### config.mk
export PLATFORM = sky130hd
export DESIGN_NAME = mfd_queue
export DESIGN_NICKNAME = d
export VERILOG_FILES = /design/src/rtl/core/mfd_pkg.sv /design/src/rtl/core/mfd_queue.sv
export SDC_FILE = /design/constraint.sdc
export NUM_CORES = 1
export LEC_CHECK = 0
export ABC_AREA = 1
export BUFFER_PORTS_ARGS = -buffer_cell sky130_fd_sc_hd__buf_2
export CORE_MARGIN = 3
export CORE_UTILIZATION = 42
export CTS_CLUSTER_SIZE = 16
export DETAILED_ROUTE_END_ITERATION = 7
export PLACE_DENSITY = 0.75
export SYNTH_ARGS = -nofsm -noshare
export SYNTH_HDL_FRONTEND = slang
export SYNTH_SLANG_ARGS = --single-unit
### constraint.sdc
create_clock -name clk_i -period 4.55 [get_ports clk_i]
set_clock_uncertainty 0.1 [all_clocks]
set_input_delay 0.91 -clock clk_i [delete_from_list [all_inputs] [get_ports clk_i]]
set_output_delay 0.91 -clock clk_i [all_outputs]
set_load 0.01 [all_outputs]
### src/rtl/core/mfd_pkg.sv
// ---------------------------------------------------------------------------
// Decorrelator package
// Sizes, codes, shared types and address helpers.
// ---------------------------------------------------------------------------
package mfd_pkg;

  localparam int CHANNELS    = 16;
  localparam int TAPS        = 512;
  localparam int DELAY_DEPTH = 512;
  localparam int SAMPLE_BITS = 24;

  localparam int CH_W      = 4;
  localparam int IDX_W     = 9;
  localparam int DLY_CFG_W = 9;

  localparam int CHAN_AW = (CHANNELS > 1) ? $clog2(CHANNELS) : 1;
  localparam int TAP_W   = $clog2(TAPS);
  localparam int DLY_W   = $clog2(DELAY_DEPTH);
  localparam int HIST_AW = $clog2(CHANNELS * TAPS);
  localparam int DIR_AW  = $clog2(CHANNELS * DELAY_DEPTH);
  localparam int CLR_N   = CHANNELS * ((TAPS > DELAY_DEPTH) ? TAPS : DELAY_DEPTH);
  localparam int CLR_W   = $clog2(CLR_N);
  localparam int PROD_W  = 2 * SAMPLE_BITS;
  localparam int ACC_W   = PROD_W + TAP_W + 1;

  localparam int Q_DEPTH = 2;
  localparam int Q_AW    = $clog2(Q_DEPTH);

  localparam int PADDR_W = 3;
  localparam int PDATA_W = 32;

  localparam logic CMD_PROCESS = 1'b0;
  localparam logic CMD_LOAD    = 1'b1;
  localparam logic CFG_SLOT_DELAY = 1'b0;
  localparam logic [DLY_CFG_W-1:0] DELAY_RESET = DLY_CFG_W'(256);

  typedef logic signed [SAMPLE_BITS-1:0] sample_t;

  localparam sample_t SAMPLE_MAX = sample_t'((longint'(1) << (SAMPLE_BITS - 1)) - 1);
  localparam sample_t SAMPLE_MIN = sample_t'(longint'(1) << (SAMPLE_BITS - 1));

  typedef struct packed {
    logic                 command;
    logic [CH_W-1:0]      channel;
    sample_t              direct;
    sample_t              diffuse;
    logic [IDX_W-1:0]     coef_index;
    sample_t              coef_value;
  } q_word_t;

  typedef struct packed {
    logic empty;
    logic full;
  } q_stat_t;

  function automatic logic [HIST_AW-1:0] hist_addr(input logic [CHAN_AW-1:0] ch,
                                                   input logic [TAP_W-1:0] tap);
    return HIST_AW'(ch) * HIST_AW'(TAPS) + HIST_AW'(tap);
  endfunction

  function automatic logic [DIR_AW-1:0] dir_addr(input logic [CHAN_AW-1:0] ch,
                                                 input logic [DLY_W-1:0] pos);
    return DIR_AW'(ch) * DIR_AW'(DELAY_DEPTH) + DIR_AW'(pos);
  endfunction

endpackage

### src/rtl/core/mfd_queue.sv
// ---------------------------------------------------------------------------
// Decorrelator command queue
// Short FIFO that decouples the front end from the filter engine.
// ---------------------------------------------------------------------------
module mfd_queue (
  input  logic             clk_i,
  input  logic             rst_ni,
  input  logic             push_i,
  input  mfd_pkg::q_word_t push_word_i,
  input  logic             pop_i,
  output mfd_pkg::q_word_t pop_word_o,
  output mfd_pkg::q_stat_t stat_o
);
  import mfd_pkg::*;

  q_word_t           ent_q [Q_DEPTH];
  logic [Q_AW-1:0]   wr_q, rd_q;
  logic [Q_AW:0]     cnt_q;

  always_ff @(posedge clk_i or negedge rst_ni) begin
    if (!rst_ni) begin
      wr_q  <= '0;
      rd_q  <= '0;
      cnt_q <= '0;
    end else begin
      if (push_i) begin
        wr_q <= (32'(wr_q) == Q_DEPTH - 1) ? '0 : wr_q + 1'b1;
      end
      if (pop_i) begin
        rd_q <= (32'(rd_q) == Q_DEPTH - 1) ? '0 : rd_q + 1'b1;
      end
      if (push_i && !pop_i) begin
        cnt_q <= cnt_q + 1'b1;
      end else if (pop_i && !push_i) begin
        cnt_q <= cnt_q - 1'b1;
      end
    end
  end

  always_ff @(posedge clk_i) begin
    if (push_i) begin
      ent_q[wr_q] <= push_word_i;
    end
  end

  assign pop_word_o   = ent_q[rd_q];
  assign stat_o.empty = (cnt_q == '0);
  assign stat_o.full  = (32'(cnt_q) == Q_DEPTH);

endmodule

==> flow_summary.yaml, run 1 <==
yosys:
  ys_types: 14
  ys_ff_latch: 176
  yosys_warnings: 0
  syn_nets: 384
  syn_area_um2: 6534
  syn_avg_cell_area_um2: 22.30
  ys_seq_area_share_pct: 80.58
  synth_cells: 293
clocking:
  worstSkewPairLatency_ns: 0.41
  post_cts_resized: 0
  cts_tree: "yes"
  cts_buffers: 17
  clock_path_buffers: 2
  postCtsSetupRepairBufs: 0
  hold_buffers: 0
  clk_pin_slew_ns: 0.06
  clockRootBuffer: "clkbuf_16"
  h-tree-depth: 4
  cts_num_sinks: 176
critical_path:
  timing.rr.start: "wr_q"
  crit-reg2reg-capture: "ent_q[1][76]"
  cp_max_fo: 64
  required_ns: 3.54
  critPathKind: "flip-flop to output port"
  reg2reg_slack_ns: 2.26
  worstSetupStartpointType: "flip-flop"
  arrival_ns: 2.39
  reg2reg_depth: 4
  crit_path_end_kind: "output port"
layout:
  nFillCells: 1185
  num-nets-final: 576
  fin_area_um2: 8172
  drive_above_1_share_pct: 60.44
  fin_cells: 682
  area_delta_synth_final_pct: 25.07
  num_antenna_cells: 0
pwr:
  ir_worst_vdd_v: 0.0004254
  total_leakage_power_uw: 0.003196
  p_sw_uw: 1418
  power_density_nw_per_um2: 614.2
  p_int_uw: 3601
  seqPwrFrac_pct: 46.9
  p_clk_share_pct: 26.3
  netSwitchingFraction_pct: 28.26
  combPwrFrac_pct: 26.8
grt:
  grt_max_degree: 65
  grt_first_pass_wirelength_mm: 17.18
  grt_util_all_layers_pct: 13.61
  antenna_found_initial: 0
  grt_pass1_vias: 3460
  grt_overflow_total: 0
sta:
  finalCritPeriodShare_pct: 74.80
  period_needed_ns: 3.404
  setup_viol: 0
  rsz0062_at_grt: "false"
  worst_pin_slew_ns: 0.9485
  setup_ws_ns: 1.146
  slew_headroom_pct: 36.76
  hold_ws_ns: 0.1896
  fmax_ghz: 0.2938
  hold_violations: 0
  setup_tns_ns: 0
  slew_violations: 0
place:
  dp_cells: 650
  place_area_um2: 7626
  gp_congestion: 0.7553
  port_buffers: 177
  place_ws_ns: 1.557
  dp_hpwl_mm: 7.736
detailed_routing:
  vias: 3273
  dr.first_iter.drc_count: 189
  drc: 0
  wl_per_cell_um: 16.84
  drt_wl_total_mm: 11.48
  drt.antenna.violating_nets: 0
  routed_via_density: 4.799
  dr.pass1.iters: 4
run_status:
  status: "completed"
floorplan:
  num_rows: 44
  start_util_pct: 43.96
  fp.dieW_um: 130.7
  dieHeight_um: 130.7
  pin_count: 178
  dieArea_um2: 17090
  core_um2: 14860
job:
  drv_cap: 0
hold_path:
  hold_path.class: "primary input to async pin"
## routing by layer
metal	share of wire, %	GRT usage (%)
met1	40	15.60
met2	50	22.58
met3	8.0	5.854
met4	1.6	5.505
met5	0	0
## through the flow
stage,total power [uW],utilization (%)
after floorplan,3271,-
after global placement,3726,51.30
after CTS,5099,54.97
after detailed placement,3761,51.30
after global routing,5285,54.97
final,5019,54.97
## cells in the final DEF (no fill, tap or decap), drive strengths merged, types with 2 or more instances in the layout
master    instances
buf             183
clkbuf           17
clkinv           12
clkinvlp          2
dfrtp             4
edfxtp          172
inv               7
mux2             86
nand2             5
nor2              3
xor2              2
## worst max-delay path by stage
| stage | slack, ns | from | end | cells past startpoint |
|---|---|---|---|---|
| floorplan | 0.86 | push_i | ent_q[0][0] | 2 |
| global placement | 1.59 | rd_q | pop_word_o[49] | 3 |
| detailed placement | 1.56 | rd_q | pop_word_o[59] | 3 |
| CTS | 1.10 | rd_q | pop_word_o[59] | 3 |
| global route | 1.02 | rd_q | pop_word_o[59] | 3 |
| finish | 1.15 | rd_q | pop_word_o[57] | 3 |
## area by class of cell
type | count | area (um^2) | area share, %
sequential | 176 | 5269 | 64.48
multi-input combinational | 100 | 1169 | 14.30
timing repair buffer | 183 | 930.9 | 11.39
clock buffer | 17 | 425.4 | 5.206
tap | 184 | 230.2 | 2.817
clock inverter | 15 | 120.1 | 1.470
inverter | 7 | 27.53 | 0.3369
## Yosys cell counts, drive strengths merged
library cell | count | area (um^2)
edfxtp | 172 | 5165
mux2 | 86 | 1081
buf | 10 | 81.32
inv | 7 | 26.28
nand2 | 5 | 18.77
dfrtp | 4 | 100.1
nor2 | 3 | 11.26
xor2 | 2 | 17.52
ha | 1 | 12.51
nand3 | 1 | 5.000
nand4 | 1 | 6.260
xnor2 | 1 | 8.760
## power by group through the flow
stage | sequential, uW | combinational, uW | clock (uW)
floorplan | 2260 | 1010 | 0
global placement | 2380 | 1350 | 0
detailed placement | 2390 | 1370 | 0
CTS | 2360 | 1380 | 1360
global route | 2390 | 1450 | 1440
finish | 2350 | 1350 | 1320
## cell families after synthesis
group                    count (synthesis)  share of synthesized area, %
flip-flops                             176                         80.58
multiplexers                            86                         16.55
buffers and inverters                   17                         1.647
AND/OR/NAND/NOR                         10                        0.6319
XOR/XNOR                                 3                        0.4022
adder cells (fa/ha/maj)                  1                        0.1915
## sequential cells by signal (all words and copies together) (netlist names)
name and flops:
cnt_q 2, wr_q 1, rd_q 1, ent_q 172
## worst max-delay path, cell delays in order (launching register included)
cell and delay, ns:
dfrtp_4 1.05, buf_4 0.43, mux2_4 0.33, buf_2 0.14
Note: power is estimated with default switching activity, not from simulation.
==> run 2, diff against run 1 <==
clock period = 2.8 ns   (was 4.55 ns; I/O delays follow)
==> run 2 against run 1 <==
  * Setup slack got worse by 0.87 ns
  * Routed wire length is 0.59% lower
  * Global-route usage down 0.15 points
  * Utilization up 0.31 points
  * Sequential power up 57%
  * Via count rose by 0.55%
  * Flip-flop and latch count is the same
  * Critical path type unchanged
==> flow_summary.yaml, run 2 (same netlist as run 1, synthesis figures left out) <==
run_status:
  status: "completed"
place:
  place_area_um2: 7654
  gp_congestion: 0.7182
  port_buffers: 177
  dp_hpwl_mm: 7.703
critical_path:
  cpMaxStageDelayCell: "dfrtp_4"
  worst-path-buf-inv: 2
  cp_max_fo: 36
  crit_path_end_kind: "output port"
  required_ns: 2.14
  worst_path_dominant_cell_family: "flip-flops"
  worstSetupStartpointType: "flip-flop"
  arrival_ns: 1.87
  critPathKind: "flip-flop to output port"
  crit_path_max_incr_delay_ns: 0.59
  crit_chain: "buf_12 -> mux2_2 -> buf_2"
sta:
  hold_violations: 0
  period_needed_ns: 2.525
  rsz0062_at_grt: "false"
  fmax_ghz: 0.3960
  finalCritPeriodShare_pct: 90.20
  setup_viol: 0
  setup_tns_ns: 0
  worst_pin_slew_ns: 0.6391
  slew_headroom_pct: 57.39
  slew_violations: 0
floorplan:
  pin_count: 178
  dieHeight_um: 130.7
  fp.dieW_um: 130.7
  core_um2: 14860
  num_rows: 44
  dieArea_um2: 17090
  start_util_pct: 43.96
grt:
  grt_pass1_vias: 3444
  grt_max_degree: 48
  grt_first_pass_wirelength_mm: 17.14
  grt_util_all_layers_pct: 13.46
  antenna_found_initial: 0
  grt_overflow_total: 0
clocking:
  h-tree-depth: 4
  clockRootBuffer: "clkbuf_16"
  worstSkewPairLatency_ns: 0.41
  cts_tree: "yes"
  cts_num_sinks: 176
  postCtsSetupRepairBufs: 0
  clk_pin_slew_ns: 0.06
  cts_buffers: 17
  clock_path_buffers: 2
detailed_routing:
  drc: 0
  drt.antenna.violating_nets: 0
  routed_via_density: 4.818
  dr.pass1.iters: 4
  dr.first_iter.drc_count: 128
  wl_per_cell_um: 16.71
  vias: 3291
  drt_wl_total_mm: 11.42
layout:
  multi_input_area_um2: 1169
  fin_area_um2: 8218
  num-nets-final: 577
  num_antenna_cells: 0
  largestRegisters: "ent_q: 172 flops, cnt_q: 2 flops"
  max_flop_register: "ent_q"
  seqCellArea_um2: 5269
  area_delta_synth_final_pct: 25.78
  drive_above_1_share_pct: 59.52
  final_common_cell: "buf_2"
  final_cell_mix: "buf_2, edfxtp_1, mux2_2"
  largest_reg_flops: 172
  nFillCells: 1205
pwr:
  seqPwrFrac_pct: 44.6
  power_density_nw_per_um2: 1004
  total_leakage_power_uw: 0.003203
  p_int_uw: 5966
  netSwitchingFraction_pct: 27.73
  combPwrFrac_pct: 28.7
  p_sw_uw: 2289
  p_clk_share_pct: 26.7
  ir_worst_vdd_v: 0.0005489
job:
  drv_cap: 0
hold_path:
  hold_path.class: "primary input to flip-flop"
run 2: changes by cell type in the layout (fill, tap and decap cells not counted):
cell,previous run,this run
clkinv_2,5,2
bufinv_16,1,2
clkinv_4,4,2
dlygate4sd3_1,0,1
clkinvlp_4,2,3
clkinv_1,3,5
clkbuf_1,0,2
inv_6,1,0
buf_4,6,4
buf_12,0,2
run 2: cell type report:
type | count | share of cell area, %
multi-input combinational | 100 | 14.22
clock inverter | 13 | 1.477
tap | 184 | 2.801
clock buffer | 19 | 5.268
timing repair buffer | 184 | 11.75
sequential | 176 | 64.11
inverter | 7 | 0.3654
run 2: stage by stage:
step                      hold WS (ns)  instances  power (uW)  worst slack, ns  util, %
after floorplan                 0.1644        293        5305           0.4058        -
after global placement          0.2718        650        6087           0.7382    51.49
after detailed placement        0.2741        650        6154           0.7117    51.49
after CTS                       0.2000        683        8376           0.2431    55.29
after global routing            0.2039        683        8673           0.2050    55.29
final                           0.2256        683        8255           0.2745    55.29
run 2: worst paths after layout:
check                                start  cells after the start  slack [ns]             end
max                                   rd_q                      3        0.27  pop_word_o[85]
min                        push_word_i[62]                      1        0.23    ent_q[1][62]
max reg2reg                           wr_q                      3        1.18    ent_q[1][85]
min reg2reg                       cnt_q[1]                      2        0.42        cnt_q[1]
max in group asynchronous           rst_ni                      2        2.08            rd_q
min in group asynchronous           rst_ni                      2        0.37        cnt_q[0]
run 2: metal layers:
metal / GRT usage, % / share of wire [%] / up-vias
met2: 22.34 / 51 / 117
met4: 6.171 / 1.8 / 0
met5: 0 / 0 / -
li1: - / - / 1533
met3: 5.163 / 7.1 / 17
met1: 15.50 / 40 / 1624
run 2: timing repair:
action,CTS,global route
hold buffers,1,0
endpoints found under the hold margin,4,0
gates resized for setup,0,0
run 2: power by group through the flow:
stage / clock network, uW / logic (uW) / registers [uW]
after CTS: 2270 / 2420 / 3690
after detailed placement: 0 / 2410 / 3740
after floorplan: 0 / 1650 / 3660
final: 2210 / 2370 / 3680
after global placement: 0 / 2380 / 3710
after global routing: 2390 / 2560 / 3730
==> run 3, diff against run 2 <==
CELL_PAD_IN_SITES_DETAIL_PLACEMENT = 1   (was unset)
CELL_PAD_IN_SITES_GLOBAL_PLACEMENT = 1   (was unset)
CORE_UTILIZATION = 40   (was 42)
PLACE_DENSITY = 0.82   (was 0.75)
==> run 3 against run 2 <==
  * Utilization down 3.2 points
  * Setup slack lost 0.056 ns
  * Critical path depth unchanged
  * Flip-flop and latch count did not move
  * Largest power group unchanged
  * Design area is 1.1% higher
  * Count of clock-buffer cells in the layout did not move
  * Worst hold slack is essentially flat
  * Critical endpoint is now pop_word_o[8]
  * Final cell count up 4.4%
  * Register-to-register slack better by 0.04 ns
==> flow_summary.yaml, run 3 (same netlist as run 1, synthesis figures left out) <==
run_status:
  status: "completed"
critical_path:
  required_ns: 2.14
  cp_max_fo: 44
  reg2reg_slack_ns: 1.22
  crit_path_end_kind: "output port"
  crit-reg2reg-capture: "ent_q[0][5]"
  reg2reg_depth: 2
  timing.rr.start: "wr_q"
  critPathKind: "flip-flop to output port"
  worstSetupStartpointType: "flip-flop"
  worstSetupStartpoint: "rd_q"
  arrival_ns: 1.92
clocking:
  hold_buffers: 1
  worstSkewPairLatency_ns: 0.41
  cts_tree: "yes"
  clockRootBuffer: "clkbuf_16"
  cts_buffers: 17
  clk_pin_slew_ns: 0.07
  post_cts_resized: 0
  clock_path_buffers: 2
  h-tree-depth: 4
  postCtsSetupRepairBufs: 0
  cts_num_sinks: 176
pwr:
  ir_worst_vdd_v: 0.0004708
  p_sw_uw: 2372
  netSwitchingFraction_pct: 27.81
  power_density_nw_per_um2: 1027
  p_clk_share_pct: 28.3
  fin_total_pwr_uw: 8530
  p_int_uw: 6157
  total_leakage_power_uw: 0.003229
  combPwrFrac_pct: 28.3
  seqPwrFrac_pct: 43.4
sta:
  worst_pin_slew_ns: 0.6323
  finalCritPeriodShare_pct: 92.20
  slew_violations: 0
  setup_viol: 0
  fmax_ghz: 0.3874
  period_needed_ns: 2.581
  rsz0062_at_grt: "false"
  setup_tns_ns: 0
  hold_violations: 0
  slew_headroom_pct: 57.84
layout:
  largest_reg_flops: 172
  drive_above_1_share_pct: 59.88
  num-nets-final: 576
  area_delta_synth_final_pct: 27.15
  largestRegisters: "ent_q: 172 flops, cnt_q: 2 flops"
  final_cell_mix: "buf_2, edfxtp_1, mux2_2"
  final_common_cell: "buf_2"
  max_flop_register: "ent_q"
grt:
  grt_first_pass_wirelength_mm: 19.92
  grt_max_degree: 87
  grt_util_all_layers_pct: 14.68
  grt_overflow_total: 0
  grt_pass1_vias: 3733
  antenna_found_initial: 2
detailed_routing:
  dr.first_iter.drc_count: 153
  vias: 3349
  drc: 0
  wl_per_cell_um: 18.46
  routed_via_density: 4.697
  drt_wl_total_mm: 13.16
  drt.antenna.violating_nets: 0
  dr.pass1.iters: 4
hold_path:
  hold_path.class: "primary input to flip-flop"
  min_to: "ent_q[1][34]"
  hold_path.startpoint: "push_word_i[34]"
  hold_depth: 1
floorplan:
  fp.dieW_um: 133.8
  dieHeight_um: 133.8
  pin_count: 178
  core_um2: 15940
  dieArea_um2: 17900
  start_util_pct: 40.98
  num_rows: 46
place:
  gp_congestion: 0.7197
  dp_hpwl_mm: 8.872
  port_buffers: 177
job:
  drv_cap: 0
-- run 3: changes by cell type in the layout (fill, tap and decap cells not counted) --
cell,delta
diode_2,+1
bufinv_16,+2
buf_12,+1
inv_6,+1
buf_4,-2
clkinv_1,-3
clkinvlp_4,-2
-- run 3: power by group through the flow --
stage                     registers (uW)  logic (uW)  clock network, uW
after floorplan                     3660        1650                  0
after global placement              3720        2400                  0
after detailed placement            3760        2460                  0
after CTS                           3710        2480               2470
after global routing                3760        2590               2570
final                               3700        2410               2420
-- run 3: per-layer routing --
layer	global-route usage [%]	vias to the layer above	routed length, um
met5	0	-	13
met3	4.726	22	794
met2	25.55	115	6935
met4	6.114	2	231
li1	-	1533	-
met1	16.73	1677	5184
-- run 3: how the worst max path moves through the flow --
stage,endpoint,slack (ns)
finish,pop_word_o[8],0.22
global placement,pop_word_o[17],0.69
global route,pop_word_o[17],0.15
CTS,pop_word_o[17],0.20
detailed placement,pop_word_o[17],0.68
floorplan,ent_q[1][0],0.41
-- run 3: layout make-up --
type	count	area (um^2)
Clock inverter	11	163.9
Fill cell	1548	7635
Sequential cell	176	5269
Tap cell	216	270.3
Timing Repair Buffer	183	970.9
Inverter	7	30.03
Clock buffer	19	432.9
Multi-Input combinational cell	100	1169
Antenna cell	1	2.502
-- run 3: worst max-delay path, cell delays in order, from the launching register on --
cell and delay (ns):
dfrtp_4 0.61, buf_12 0.28, mux2_2 0.39, buf_2 0.14
-- run 3: stage by stage --
stage	hold slack [ns]	util (%)	area [um^2]	instances	setup slack, ns
after floorplan	0.1644	-	6545	293	0.4058
after global placement	0.2832	48.29	7699	681	0.6917
after detailed placement	0.2811	48.29	7699	681	0.6776
after CTS	0.2030	52.10	8305	712	0.2030
after global routing	0.2068	52.11	8308	713	0.1465
final	0.2259	52.11	8308	713	0.2185
